===== config.mk =====
export PLATFORM = sky130hd
export DESIGN_NAME = card_socket_controller_regs_top
export DESIGN_NICKNAME = d
export VERILOG_FILES = /design/src/rtl/core/csc_pkg.sv /design/src/rtl/core/csc_ram.sv /design/src/rtl/core/csc_prom.sv /design/src/rtl/core/card_socket_controller_regs_top.sv
export SDC_FILE = /design/constraint.sdc
export NUM_CORES = 2
export LEC_CHECK = 0
export BUFFER_PORTS_ARGS = -buffer_cell sky130_fd_sc_hd__buf_2
export CELL_PAD_IN_SITES_DETAIL_PLACEMENT = 1
export CELL_PAD_IN_SITES_GLOBAL_PLACEMENT = 1
export CORE_AREA = 2 2 462 464
export CTS_BUF_LIST = sky130_fd_sc_hd__clkbuf_4
export CTS_CLUSTER_SIZE = 14
export DETAILED_ROUTE_END_ITERATION = 16
export DIE_AREA = 0 0 464 466
export PLACE_DENSITY = 0.57
export RECOVER_POWER = 100
export SLEW_MARGIN = 10
export SYNTH_ARGS = -nofsm -noshare
export SYNTH_HDL_FRONTEND = slang
export SYNTH_SLANG_ARGS = --single-unit

===== constraint.sdc =====
create_clock -name clock -period 3.8 [get_ports clock]
set_clock_uncertainty 0.1 [all_clocks]
set_input_delay 0.76 -clock clock [delete_from_list [all_inputs] [get_ports clock]]
set_output_delay 0.76 -clock clock [all_outputs]
set_load 0.02 [all_outputs]

===== src/rtl/core/csc_pkg.sv =====
package csc_pkg;

   // event codes carried on the request channel
   typedef enum logic [3:0] {
      OP_READ_BYTE   = 4'd0,
      OP_WRITE_BYTE  = 4'd1,
      OP_READ_WORD   = 4'd2,
      OP_WRITE_WORD  = 4'd3,
      OP_CARD        = 4'd4,
      OP_REQ_WIRE    = 4'd5,
      OP_PROM_SEL_HI = 4'd6,
      OP_PROM_SEL_LO = 4'd7,
      OP_PROM_CLK_HI = 4'd8,
      OP_PROM_LOAD   = 4'd9
   } op_type;

   // register offsets
   localparam logic [3:0] REG_INT_STATUS = 4'd6;
   localparam logic [3:0] REG_INT_MASK   = 4'd7;
   localparam logic [3:0] REG_INT_CLEAR  = 4'd8;
   localparam logic [3:0] REG_SOCK_STA_A = 4'd9;
   localparam logic [3:0] REG_SOCK_STA_B = 4'd10;
   localparam logic [3:0] REG_SOCK_CTRL  = 4'd11;
   localparam logic [3:0] REG_WAKE_FIRST = 4'd12;
   localparam logic [3:0] REG_SCRATCH_LO = 4'd13;
   localparam logic [3:0] REG_SCRATCH_HI = 4'd14;
   localparam logic [3:0] REG_WAKE_SEC   = 4'd15;

   localparam logic [7:0] STA_A_CARD  = 8'hB8;
   localparam logic [7:0] STA_A_EMPTY = 8'h01;
   localparam logic [7:0] STA_B_CARD  = 8'h03;
   localparam logic [7:0] STA_B_EMPTY = 8'h00;
   localparam logic [7:0] UNMAPPED    = 8'hFF;
   localparam logic [7:0] INT_CARD_REQ = 8'h01;

   localparam logic [7:0] CSUM_SEED = 8'd66;
   // seed folded with the power-up contents (20 ^ 20 ^ 20 ^ 30)
   localparam logic [7:0] CSUM_RESET = CSUM_SEED ^ 8'd20 ^ 8'd30;

   localparam int PROM_BYTES_DEF      = 128;
   localparam int FRAME_BITS_DEF      = 9;
   localparam int WORD_INDEX_MASK_DEF = 63;

   typedef struct packed {
      logic       sel_high;
      logic       clock;
      logic       load;
      logic       start_bit;
      logic [6:0] index;
      logic [7:0] data;
   } prom_cmd_type;

   typedef struct packed {
      logic shift_out;
      logic dout;
   } prom_rsp_type;

   function automatic logic [7:0] prom_reset_byte(input logic [7:0] idx);
      logic [7:0] val;
      val = 8'd0;
      if (idx >= 8'd10 && idx <= 8'd12) val = 8'd20;
      if (idx == 8'd13) val = 8'd30;
      return val;
   endfunction

endpackage


===== src/rtl/core/csc_ram.sv =====
module csc_ram #(
   parameter int WIDTH = 8,
   parameter int DEPTH = 128
) (
   input  logic                     clock,
   input  logic                     wr_en,
   input  logic [$clog2(DEPTH)-1:0] wr_addr,
   input  logic [WIDTH-1:0]         wr_data,
   input  logic                     rd_en_a,
   input  logic [$clog2(DEPTH)-1:0] rd_addr_a,
   output logic [WIDTH-1:0]         rd_data_a,
   input  logic                     rd_en_b,
   input  logic [$clog2(DEPTH)-1:0] rd_addr_b,
   output logic [WIDTH-1:0]         rd_data_b
);

   logic [WIDTH-1:0] mem_ff [DEPTH];
   logic [WIDTH-1:0] rd_a_ff;
   logic [WIDTH-1:0] rd_b_ff;

   always_ff @(posedge clock) begin
      if (wr_en) mem_ff[wr_addr] <= wr_data;
      if (rd_en_a) rd_a_ff <= mem_ff[rd_addr_a];
      if (rd_en_b) rd_b_ff <= mem_ff[rd_addr_b];
   end

   assign rd_data_a = rd_a_ff;
   assign rd_data_b = rd_b_ff;

endmodule


===== src/rtl/core/csc_prom.sv =====
module csc_prom import csc_pkg::*; #(
   parameter int PROM_BYTES      = PROM_BYTES_DEF,
   parameter int FRAME_BITS      = FRAME_BITS_DEF,
   parameter int WORD_INDEX_MASK = WORD_INDEX_MASK_DEF
) (
   input  logic         clock,
   input  logic         reset,
   input  logic         fire,
   input  prom_cmd_type cmd,
   output prom_rsp_type rsp
);

   localparam int AW     = $clog2(PROM_BYTES);
   localparam int CW     = $clog2(FRAME_BITS + 1);
   localparam int MW     = $clog2(WORD_INDEX_MASK + 1);
   localparam int VW     = MW + 1;
   localparam int RW     = (VW > AW) ? VW : AW;
   localparam int LAST   = PROM_BYTES - 1;
   localparam int QSTEPS = $clog2((2 * WORD_INDEX_MASK) / PROM_BYTES + 1);

   logic [15:0]   frame_ff, frame_in;
   logic [CW-1:0] bits_ff, bits_in;
   logic [15:0]   word_ff, word_in;
   logic          word_pend_ff, word_pend_in;
   logic [7:0]    csum_ff, csum_in;
   logic          csum_pend_ff, csum_pend_in;
   logic [7:0]    load_byte_ff;
   logic          vld_ff [PROM_BYTES];
   logic          a_vld_ff, b_vld_ff;
   logic [7:0]    a_rst_ff, b_rst_ff;
   logic          lo_csum_ff, lo_csum_in;
   logic          hi_csum_ff, hi_csum_in;
   logic [7:0]    csum_cap_ff;

   logic          wr_en, rd_en_a, rd_en_b;
   logic [AW-1:0] wr_addr, rd_addr_a, rd_addr_b;
   logic [7:0]    rd_data_a, rd_data_b;
   logic [7:0]    old_a, old_b, csum_eff;
   logic [15:0]   word_eff;
   logic [15:0]   masked;
   logic [RW-1:0] rem;
   logic [AW-1:0] at, nx;
   logic [8:0]    idx_w;

   csc_ram #(.WIDTH(8), .DEPTH(PROM_BYTES)) u_ram (
      .clock     (clock),
      .wr_en     (wr_en),
      .wr_addr   (wr_addr),
      .wr_data   (cmd.data),
      .rd_en_a   (rd_en_a),
      .rd_addr_a (rd_addr_a),
      .rd_data_a (rd_data_a),
      .rd_en_b   (rd_en_b),
      .rd_addr_b (rd_addr_b),
      .rd_data_b (rd_data_b)
   );

   // read data of the previous transaction, with never-written bytes at power-up value
   assign old_a    = a_vld_ff ? rd_data_a : a_rst_ff;
   assign old_b    = b_vld_ff ? rd_data_b : b_rst_ff;
   assign csum_eff = csum_pend_ff ? (csum_ff ^ old_a ^ load_byte_ff) : csum_ff;
   assign word_eff = word_pend_ff ?
                     {hi_csum_ff ? csum_cap_ff : old_b, lo_csum_ff ? csum_cap_ff : old_a} :
                     word_ff;

   assign idx_w = 9'(cmd.index);

   always_comb begin
      frame_in     = frame_ff;
      bits_in      = bits_ff;
      word_in      = word_eff;
      word_pend_in = 1'b0;
      csum_in      = csum_eff;
      csum_pend_in = 1'b0;
      lo_csum_in   = 1'b0;
      hi_csum_in   = 1'b0;
      wr_en        = 1'b0;
      wr_addr      = idx_w[AW-1:0];
      rd_en_a      = 1'b0;
      rd_en_b      = 1'b0;
      rd_addr_a    = idx_w[AW-1:0];
      rd_addr_b    = '0;
      rsp          = '0;
      masked       = '0;
      rem          = '0;
      at           = '0;
      nx           = '0;

      if (cmd.sel_high) begin
         frame_in = '0;
         bits_in  = '0;
         word_in  = '0;
      end else if (cmd.clock) begin
         if (bits_ff < CW'(FRAME_BITS)) begin
            if (!(bits_ff == '0 && !cmd.start_bit)) begin
               frame_in = {frame_ff[14:0], cmd.start_bit};
               bits_in  = bits_ff + CW'(1);
               if (bits_in == CW'(FRAME_BITS)) begin
                  masked = frame_in & 16'(WORD_INDEX_MASK);
                  rem    = RW'({masked[MW-1:0], 1'b0});
                  // remainder by the PROM size, one restoring step per quotient bit
                  for (int i = QSTEPS - 1; i >= 0; i--) begin
                     if (rem >= RW'(PROM_BYTES << i)) rem = rem - RW'(PROM_BYTES << i);
                  end
                  at           = rem[AW-1:0];
                  nx           = (at == AW'(LAST)) ? '0 : at + AW'(1);
                  rd_en_a      = fire;
                  rd_en_b      = fire;
                  rd_addr_a    = at;
                  rd_addr_b    = nx;
                  lo_csum_in   = (at == AW'(LAST));
                  hi_csum_in   = (nx == AW'(LAST));
                  word_pend_in = 1'b1;
               end
            end
         end else begin
            rsp.shift_out = 1'b1;
            rsp.dout      = word_eff[15];
            word_in       = {word_eff[14:0], 1'b0};
         end
      end else if (cmd.load) begin
         if (idx_w < 9'(LAST)) begin
            // write the new byte and fetch the old one for the checksum update
            wr_en        = fire;
            rd_en_a      = fire;
            csum_pend_in = 1'b1;
         end
      end
   end

   always_ff @(posedge clock) begin
      if (reset) begin
         frame_ff     <= '0;
         bits_ff      <= '0;
         word_ff      <= '0;
         word_pend_ff <= 1'b0;
         csum_ff      <= CSUM_RESET;
         csum_pend_ff <= 1'b0;
         for (int i = 0; i < PROM_BYTES; i++) vld_ff[i] <= 1'b0;
      end else if (fire) begin
         frame_ff     <= frame_in;
         bits_ff      <= bits_in;
         word_ff      <= word_in;
         word_pend_ff <= word_pend_in;
         csum_ff      <= csum_in;
         csum_pend_ff <= csum_pend_in;
         if (wr_en) vld_ff[wr_addr] <= 1'b1;
      end
   end

   always_ff @(posedge clock) begin
      if (fire) begin
         load_byte_ff <= cmd.data;
         lo_csum_ff   <= lo_csum_in;
         hi_csum_ff   <= hi_csum_in;
         csum_cap_ff  <= csum_eff;
      end
      if (rd_en_a) begin
         a_vld_ff <= vld_ff[rd_addr_a];
         a_rst_ff <= prom_reset_byte(8'(rd_addr_a));
      end
      if (rd_en_b) begin
         b_vld_ff <= vld_ff[rd_addr_b];
         b_rst_ff <= prom_reset_byte(8'(rd_addr_b));
      end
   end

endmodule


===== src/rtl/core/card_socket_controller_regs_top.sv =====
// Card socket register block with serial PROM.
// A transaction accepted from the request port passes through the input register, then the
// response register, which drives the response port.
// Throughput: one transaction per cycle unless rsp_ready stalls; the PROM word fetch and
// checksum update read the PROM RAM and use the data with the following transaction.
// Reset (synchronous): map registers cleared, no card, PROM back to power-up contents.
module card_socket_controller_regs_top import csc_pkg::*; #(
   parameter int PROM_BYTES      = PROM_BYTES_DEF,
   parameter int FRAME_BITS      = FRAME_BITS_DEF,
   parameter int WORD_INDEX_MASK = WORD_INDEX_MASK_DEF
) (
   input  logic        clock,
   input  logic        reset,
   input  logic        req_valid,
   output logic        req_ready,
   input  logic [3:0]  req_operation,
   input  logic [3:0]  req_register_address,
   input  logic [31:0] req_data,
   input  logic [6:0]  req_prom_index,
   output logic        rsp_valid,
   input  logic        rsp_ready,
   output logic [31:0] rsp_read_data,
   output logic        rsp_prom_data_bit
);

   logic        in_vld_ff;
   logic [3:0]  in_op_ff;
   logic [3:0]  in_addr_ff;
   logic [31:0] in_data_ff;
   logic [6:0]  in_pidx_ff;

   logic        rsp_vld_ff;
   logic [31:0] rsp_data_ff, rsp_data_in;
   logic        rsp_bit_ff;

   logic [7:0] int_status_ff, int_status_in;
   logic [7:0] int_mask_ff, int_mask_in;
   logic [7:0] sock_ctrl_ff, sock_ctrl_in;
   logic [7:0] wake_first_ff, wake_first_in;
   logic [7:0] wake_sec_ff, wake_sec_in;
   logic [7:0] scratch_lo_ff, scratch_lo_in;
   logic [7:0] scratch_hi_ff, scratch_hi_in;
   logic       card_ff, card_in;
   logic       wire_last_ff, wire_last_in;

   logic         fire;
   op_type       op;
   logic [7:0]   rd_map [16];
   logic         wr_en [16];
   logic [7:0]   wr_byte [16];
   logic [4:0]   addr_k;
   prom_cmd_type prom_cmd;
   prom_rsp_type prom_rsp;

   assign fire      = in_vld_ff && (!rsp_vld_ff || rsp_ready);
   assign req_ready = !in_vld_ff || fire;
   assign op        = op_type'(in_op_ff);

   always_comb begin
      for (int i = 0; i < 16; i++) rd_map[i] = UNMAPPED;
      rd_map[REG_INT_STATUS] = int_status_ff;
      rd_map[REG_INT_MASK]   = int_mask_ff;
      rd_map[REG_INT_CLEAR]  = 8'h00;
      rd_map[REG_SOCK_STA_A] = card_ff ? STA_A_CARD : STA_A_EMPTY;
      rd_map[REG_SOCK_STA_B] = card_ff ? STA_B_CARD : STA_B_EMPTY;
      rd_map[REG_SOCK_CTRL]  = sock_ctrl_ff;
      rd_map[REG_WAKE_FIRST] = wake_first_ff;
      rd_map[REG_SCRATCH_LO] = scratch_lo_ff;
      rd_map[REG_SCRATCH_HI] = scratch_hi_ff;
      rd_map[REG_WAKE_SEC]   = wake_sec_ff;
   end

   // byte lanes of a word access land on consecutive offsets; past offset 15 is unmapped
   always_comb begin
      rsp_data_in = '0;
      addr_k      = '0;
      for (int i = 0; i < 16; i++) begin
         wr_en[i]   = 1'b0;
         wr_byte[i] = 8'h00;
      end
      for (int k = 0; k < 4; k++) begin
         addr_k = 5'(in_addr_ff) + 5'(k);
         if (op == OP_READ_WORD || (op == OP_READ_BYTE && k == 0)) begin
            rsp_data_in[8*k +: 8] = addr_k[4] ? UNMAPPED : rd_map[addr_k[3:0]];
         end
         if ((op == OP_WRITE_WORD || (op == OP_WRITE_BYTE && k == 0)) && !addr_k[4]) begin
            wr_en[addr_k[3:0]]   = 1'b1;
            wr_byte[addr_k[3:0]] = in_data_ff[8*k +: 8];
         end
      end
   end

   always_comb begin
      prom_cmd           = '0;
      prom_cmd.start_bit = wake_first_ff[2];
      prom_cmd.index     = in_pidx_ff;
      prom_cmd.data      = in_data_ff[7:0];
      unique case (op)
         OP_PROM_SEL_HI: prom_cmd.sel_high = 1'b1;
         OP_PROM_CLK_HI: prom_cmd.clock    = 1'b1;
         OP_PROM_LOAD:   prom_cmd.load     = 1'b1;
         default:        prom_cmd.clock    = 1'b0;
      endcase
   end

   csc_prom #(
      .PROM_BYTES      (PROM_BYTES),
      .FRAME_BITS      (FRAME_BITS),
      .WORD_INDEX_MASK (WORD_INDEX_MASK)
   ) u_prom (
      .clock (clock),
      .reset (reset),
      .fire  (fire),
      .cmd   (prom_cmd),
      .rsp   (prom_rsp)
   );

   always_comb begin
      int_status_in = int_status_ff;
      if (wr_en[REG_INT_STATUS]) int_status_in = int_status_in & ~wr_byte[REG_INT_STATUS];
      if (wr_en[REG_INT_CLEAR])  int_status_in = int_status_in & ~wr_byte[REG_INT_CLEAR];
      int_mask_in   = wr_en[REG_INT_MASK]   ? wr_byte[REG_INT_MASK]   : int_mask_ff;
      sock_ctrl_in  = wr_en[REG_SOCK_CTRL]  ? wr_byte[REG_SOCK_CTRL]  : sock_ctrl_ff;
      wake_first_in = wr_en[REG_WAKE_FIRST] ? wr_byte[REG_WAKE_FIRST] : wake_first_ff;
      scratch_lo_in = wr_en[REG_SCRATCH_LO] ? wr_byte[REG_SCRATCH_LO] : scratch_lo_ff;
      scratch_hi_in = wr_en[REG_SCRATCH_HI] ? wr_byte[REG_SCRATCH_HI] : scratch_hi_ff;
      wake_sec_in   = wr_en[REG_WAKE_SEC]   ? wr_byte[REG_WAKE_SEC]   : wake_sec_ff;
      card_in       = card_ff;
      wire_last_in  = wire_last_ff;
      if (op == OP_CARD) card_in = in_data_ff[0];
      if (op == OP_REQ_WIRE) begin
         wire_last_in = in_data_ff[0];
         if (in_data_ff[0] && !wire_last_ff) int_status_in = int_status_in | INT_CARD_REQ;
      end
      if (prom_rsp.shift_out) wake_first_in[3] = prom_rsp.dout;
   end

   always_ff @(posedge clock) begin
      if (reset) begin
         in_vld_ff     <= 1'b0;
         rsp_vld_ff    <= 1'b0;
         int_status_ff <= '0;
         int_mask_ff   <= '0;
         sock_ctrl_ff  <= '0;
         wake_first_ff <= '0;
         wake_sec_ff   <= '0;
         scratch_lo_ff <= '0;
         scratch_hi_ff <= '0;
         card_ff       <= 1'b0;
         wire_last_ff  <= 1'b0;
      end else begin
         if (req_ready) in_vld_ff <= req_valid;
         if (fire) begin
            rsp_vld_ff    <= 1'b1;
            int_status_ff <= int_status_in;
            int_mask_ff   <= int_mask_in;
            sock_ctrl_ff  <= sock_ctrl_in;
            wake_first_ff <= wake_first_in;
            wake_sec_ff   <= wake_sec_in;
            scratch_lo_ff <= scratch_lo_in;
            scratch_hi_ff <= scratch_hi_in;
            card_ff       <= card_in;
            wire_last_ff  <= wire_last_in;
         end else if (rsp_ready) begin
            rsp_vld_ff <= 1'b0;
         end
      end
   end

   always_ff @(posedge clock) begin
      if (req_ready && req_valid) begin
         in_op_ff   <= req_operation;
         in_addr_ff <= req_register_address;
         in_data_ff <= req_data;
         in_pidx_ff <= req_prom_index;
      end
      if (fire) begin
         rsp_data_ff <= rsp_data_in;
         rsp_bit_ff  <= wake_first_in[3];
      end
   end

   assign rsp_valid         = rsp_vld_ff;
   assign rsp_read_data     = rsp_data_ff;
   assign rsp_prom_data_bit = rsp_bit_ff;

endmodule


Yosys cells after proc, flatten, opt, wreduce, memory -nomap -nowiden
Memory sizes are Yosys's and may differ from the RTL's. A register that Yosys moved wholly into a read port is not among the register bits.
Cells that the tools add are included.
{"block": "word_totals", "ram_bits": 1152, "n_memories": 2, "word_cells": 237, "reg_bits": 208, "output_inout_bits": 35, "in_bits": 51}
{"block": "op_classes", "magnitude_cmp": 14, "n_reduce_logical": 40, "mux": 116, "n_bitwise": 17, "add_sub_neg": 5, "n_eq_ne": 13}
{"name": "u_prom.u_ram.mem_ff", "depth": 128, "width": 8, "read_ports": 2, "rd_ports_with_merged_regs": 2, "write_ports": 1, "line_no": "csc_ram.sv:17", "rtl": "logic [WIDTH-1:0] mem_ff [DEPTH];"}
{"name": "u_prom.vld_ff", "depth": 128, "width": 1, "read_ports": 2, "rd_ports_with_merged_regs": 2, "write_ports": 128, "line_no": "csc_prom.sv:28", "rtl": "logic vld_ff [PROM_BYTES];"}
{"cell": "bitwise mux 128 bit", "count": 3}
{"cell": "two-way mux 128 bit", "count": 3}
{"cell": "two-way mux 8 bit", "count": 22}
{"cell": "bitwise AND 128 bit", "count": 1}
{"cell": "binary-select mux 8 bit (select 4 bit)", "count": 4}
{"cell": "demux 8 bit (select 4 bit)", "count": 4}
{"cell": "two-way mux 80 bit", "count": 1}
{"cell": "two-way mux 7 bit", "count": 11}
{"cell": "two-way mux 16 bit", "count": 4}
{"cell": "two-way mux 1 bit", "count": 41}
{"cell": "two-way mux 10 bit", "count": 4}
{"cell": "two-way mux 5 bit", "count": 6}
{"cell": "OR 10 bit", "count": 3}
{"cell": ">= comparator 5 bit (second input constant)", "count": 4}
{"cell": "< comparator 5 x 1 -> 1 bit (second input constant)", "count": 4}
{"cell": "two-way mux 4 bit", "count": 5}
{"cell": "NOT 4 -> 5 bit", "count": 4}
{"cell": "bitwise AND 8 bit", "count": 2}
{"cell": "demux 1 bit (select 4 bit)", "count": 4}
{"cell": "NOT 8 bit", "count": 2}
{"cell": "AND reduction 2 bit", "count": 8}
{"cell": "XOR 8 bit", "count": 2}
{"cell": "== test 7 x 4 -> 1 bit (second input constant)", "count": 2}
{"cell": ">= comparator 7 x 4 -> 1 bit (second input constant)", "count": 2}
{"cell": "other kinds (23)", "count": 59}

Logic depth before layout (Yosys ltp)
{"block": "logic_depth", "ltp_word": 20, "ltp_mapped": 16}

Cells and area by module
Synthesis repeated with hierarchy kept, for this count alone.
{"block": "unflattened", "hier_cells": 4181, "area_unflattened_um2": 66556.3}
{"module": "csc_ram", "n_inst": 1, "area_each_um2": 48008.5, "cells_each": 2063}
{"module": "card_socket_controller_regs_top", "n_inst": 1, "area_each_um2": 9339.0, "cells_each": 1009}
{"module": "csc_prom", "n_inst": 1, "area_each_um2": 9208.8, "cells_each": 1109}

Worst setup path after synthesis
OpenSTA, ideal clock, no wires.
{"block": "synth_path", "path_kind": "input to register", "startpoint": "input rsp_ready", "endpoint": "register u_prom.bits_ff[3]", "stages": 8, "n_path_buf": 3, "arrival_time_ns": 3.564, "setup_time_ns": 0.096, "path_slack_ns": 0.040, "cell_sequence": "nor2b_1 nand2b_1 clkbuf_1 clkbuf_1 inv_1 clkbuf_1 a41oi_1 a211oi_1"}
{"block": "synth_between", "elab_chain_cells": 3}
{"item": "start: declaration", "line_no": "card_socket_controller_regs_top.sv:21", "rtl": "input logic rsp_ready,"}
{"item": "logical OR 1 bit", "line_no": "card_socket_controller_regs_top.sv:55", "rtl": "assign fire = in_vld_ff && (!rsp_vld_ff || rsp_ready);"}
{"item": "logical AND 1 bit", "line_no": "card_socket_controller_regs_top.sv:55"}
{"item": "net fire", "line_no": "card_socket_controller_regs_top.sv:46", "rtl": "logic fire;"}
{"item": "AND reduction 4 bit (no source line)"}
{"item": "end signal: assignment", "line_no": "csc_prom.sv:142", "rtl": "bits_ff <= bits_in;"}
{"item": "end: declaration", "line_no": "csc_prom.sv:22", "rtl": "logic [CW-1:0] bits_ff, bits_in;"}
The timed path passes the listed nets, and every way through them passes these cells.
A chain may end at the register's enable or synchronous reset.

Final worst setup path
{"block": "layout_path", "startpoint": "register in_data_ff[3]", "endpoint": "memory u_prom.u_ram.mem_ff[16][3], data pin"}
{"item": "start: declaration", "line_no": "card_socket_controller_regs_top.sv:29", "rtl": "logic [31:0] in_data_ff;"}
{"item": "start signal: assignment", "line_no": "card_socket_controller_regs_top.sv:174", "rtl": "in_data_ff <= req_data;"}
{"item": "end: declaration", "line_no": "csc_ram.sv:17"}
No word-level cell before the write port.

==> impl_metrics.yaml <==
die:
  die-area_sq_mm: 0.216
  io_pins: 86
  start_util_pct: 29.8
  die_x_um: 464
  core_area_sq_mm: 0.211
  num_rows: 169
  die_h_um: 466
synth:
  syn_area_sq_mm: 0.0630
  yosys.cell_types.count: 87
  yosysTopAreaCell: "edfxtp_1"
  ys.flop_type: "edfxtp_1"
  syn-instance-count: 5108
  async_reset_ff_share_pct: 0
  yosysSeqAreaShare_pct: 61.6
  ys_seq_elements: 1366
  synth_edf_count: 1143
  synth_top_area_share_pct: 54.5
  yosys_warnings: 0
  avgSynthCellArea_sq_um: 12.3
  netlist_top_cells_area: "edfxtp_1 (54%), dfxtp_1 (7.1%), mux4_2 (6.1%)"
placement:
  dp.cells: 8263
  dpl.hpwl_mm: 185
  dp_slack_ns: -0.716
  place.gp.congestion: 0.936
  portBuffers: 85
timing:
  hold_violations: 0
  setup_violations: 121
  rsz0062_at_grt: "yes"
  whs_ns: 0.253
  slew_headroom_pct: -113
  worstMarginPinSlew_ns: 3.20
  fin_crit_sh_pct: 106
  fmax_ghz: 0.249
  drv_slew: 1114
  layout_min_cycle_time_ns: 4.02
  worst_slack_ns: -0.222
critical_path:
  crit_arrival_ns: 4.58
  worstSetupStartpointType: "register"
  worstReg2RegStart: "in_data_ff[3]$_DFFE_PP_"
  r2r_setup_slack_ns: -0.22
  max_stage_delay_ns: 2.18
  crit_path_start: "in_data_ff[3]$_DFFE_PP_"
  worstSetupEndpoint: "u_prom.u_ram.mem_ff[16][3]$_DFFE_PP_"
  critPathSlowestCell: "clkbuf_2"
  crit_buf_inv: 1
  endpoint_kind: "register"
  crit_chain: "clkbuf_2"
  crit_fanout: 129
  worst_ep_required_time_ns: 4.35
  cp.depth: 1
  rr_endpoint: "u_prom.u_ram.mem_ff[16][3]$_DFFE_PP_"
  ff2ff_path_depth: 1
  critPathTopFamily: "buffers and inverters"
  crit_type: "reg -> reg"
clock_tree:
  clk_latency_ns: 1.43
  cts_sinks: 1366
  cts_tree: "yes"
  htreeDepth: 5
  cts_made_buffers: 392
  cts_root_buf: "clkbuf_4"
  cts_buffer_depth: 4
  clk_pin_slew_ns: 0.07
global_route:
  grt-ovfl-total: 0
  antenna_found_initial: 14
  grtUsageMet1_pct: 33.2
  grtUsageTotal_pct: 25.2
  grt.busiest_layer: "met2"
  gr-usage-met3_pct: 5.54
  grt_pass1_vias: 52400
  use_met2_pct: 39.3
  grt_max_degree: 130
  grt_pass1_wl_mm: 395
routing:
  post_drt_via_cell_ratio: 5.70
  vias: 52400
  first_pass_iters: 5
  wl_mm: 282
  drc_errors: 0
  final_antenna_net_count: 0
  avgRoutedWirePerCell_um: 30.6
  drtIter0Drc: 6335
pwr:
  p_leak_uw: 0.0272
  irDropWorstVdd_mv: 0.228
  power_density_mw_per_mm2: 412
  finalPower_uw: 33200
layout:
  fillCellCount: 22600
  area_growth_pct: 28.0
  fin_util_pct: 38.2
  layout.nets: 6132
  layout-drive-gt1-share_pct: 30.8
  final_cells: 9197
outcome:
  outcome: "complete, but fails checks"
  failed_checks: "max-capacitance violations, max-slew violations, negative setup slack"
hold_path:
  hold_path.class: "in -> reg"
job:
  cap_violations: 14
## timing repair
| item | CTS | global route |
|---|---|---|
| gates resized for setup | 232 | 162 |
| hold endpoints to repair | 141 | 0 |
| buffers inserted | 92 | 44 |
| pin swaps | 73 | 72 |
| setup endpoints to repair | 400 | 124 |
| gates cloned | 11 | 4 |
| hold buffers | 97 | 0 |
## area by class of cell
cell class / count / area, sq um / area share, %
inverters: 23 / 86.3 / 0.107
repair buffers: 971 / 9410 / 11.7
diodes: 10 / 25.0 / 0.0310
clock buffers: 588 / 4410 / 5.47
well taps: 2821 / 3530 / 4.38
flip-flops and latches: 1366 / 38800 / 48.1
multi-input cells: 3314 / 23900 / 29.6
clock inverters: 104 / 489 / 0.607
## cells in the mapped netlist, types with 8 or more instances
| cell type | n |
|---|---|
| edfxtp_1 | 1143 |
| nor2_1 | 621 |
| nand2_1 | 598 |
| a21oi_1 | 269 |
| clkbuf_1 | 247 |
| mux2i_1 | 227 |
| dfxtp_1 | 223 |
| nand3_1 | 188 |
| mux4_2 | 171 |
| o21ai_0 | 129 |
| a211oi_1 | 125 |
| o221ai_1 | 108 |
| a31oi_1 | 100 |
| buf_2 | 82 |
| o2111ai_1 | 68 |
| a22oi_1 | 67 |
| o211ai_1 | 62 |
| buf_1 | 54 |
| nor3_1 | 47 |
| and3_1 | 46 |
| a221o_1 | 43 |
| a221oi_1 | 30 |
| mux2_2 | 25 |
| nor3b_1 | 25 |
| a311oi_1 | 23 |
| nand4_1 | 23 |
| xnor2_1 | 23 |
| o221a_2 | 22 |
| nor2b_1 | 21 |
| o22ai_1 | 21 |
| inv_1 | 20 |
| nor4_1 | 20 |
| buf_4 | 16 |
| and2_1 | 15 |
| o31ai_1 | 14 |
| ha_1 | 13 |
| buf_6 | 12 |
| xor2_1 | 12 |
| a31o_2 | 11 |
| a211o_1 | 10 |
| a32oi_1 | 9 |
| nand2b_1 | 8 |
| o22a_1 | 8 |
| or4_1 | 8 |
## cells by family after synthesis
kind of cell             share of synthesized area (%)
multiplexers                                      10.2
XOR/XNOR                                         0.487
adder cells (fa/ha/maj)                          0.258
AO/OA/AOI/OAI                                     13.2
buffers and inverters                             2.99
other                                          0.00595
AND/OR/NAND/NOR                                   11.3
flip-flops                                        61.6
## stage by stage
step / setup TNS, ns / cell area, sq um
2_1_floorplan: 0 / 63000
3_3_place_gp: -102.32 / 71500
3_5_place_dp: -109.88 / 71600
4_1_cts: -2.16 / 79700
5_1_grt: -23.26 / 80600
6_report: -13.37 / 80600
## per-layer routing
layer,routed length (um),up-vias
met4,14700,10
met2,127000,2945
met3,26200,701
met5,77,-
met1,114000,26800
li1,-,22000
## where the power goes
part | internal, uW | switching, uW | total (uW) | leakage, uW
Sequential | 16300 | 126 | 16400 | 0.0121
Clock | 7230 | 6680 | 13900 | 0.00296
Combinational | 1090 | 1810 | 2900 | 0.0121
## layout by cell type, fill, tap and decap left out, types with 39 or more instances in the layout
cell,netlist,layout
a211oi_1,125,116
a21oi_1,269,256
a221o_1,43,43
a22oi_1,67,57
a31oi_1,100,88
buf_12,0,118
buf_2,82,76
buf_4,16,584
clkbuf_4,0,593
clkinv_1,1,81
dfxtp_1,223,217
dlygate4sd3_1,0,97
edfxtp_1,1143,1143
mux2i_1,227,209
mux4_2,171,171
nand2_1,598,593
nand3_1,188,184
nor2_1,621,587
nor3_1,47,39
o2111ai_1,68,62
o211ai_1,62,62
o21ai_0,129,113
o221ai_1,108,100
## state kept, by name, indices dropped and copies added, names as in the netlist, 16 cells and up
register and count:
u_prom.vld_ff 128, u_prom.u_ram.mem_ff 1024, u_prom.word_ff 16, rsp_read_data 32
in_data_ff 32
## how the worst min path moves through the flow
stage | startpoint | end | slack (ns) | depth (start not counted)
global placement | wire_last_ff$_SDFFE_PP0P_ | wire_last_ff$_SDFFE_PP0P_ | 0.34 | 2
global route | req_prom_index[6] | in_pidx_ff[6]$_DFFE_PP_ | 0.18 | 2
floorplan | wire_last_ff$_SDFFE_PP0P_ | wire_last_ff$_SDFFE_PP0P_ | 0.33 | 2
CTS | req_prom_index[6] | in_pidx_ff[6]$_DFFE_PP_ | 0.0005 | 2
detailed placement | u_prom.vld_ff[118]$_DFF_P_ | u_prom.vld_ff[118]$_DFF_P_ | 0.36 | 2
finish | req_prom_index[6] | in_pidx_ff[6]$_DFFE_PP_ | 0.25 | 2
Power figures use the tool's default switching activity.
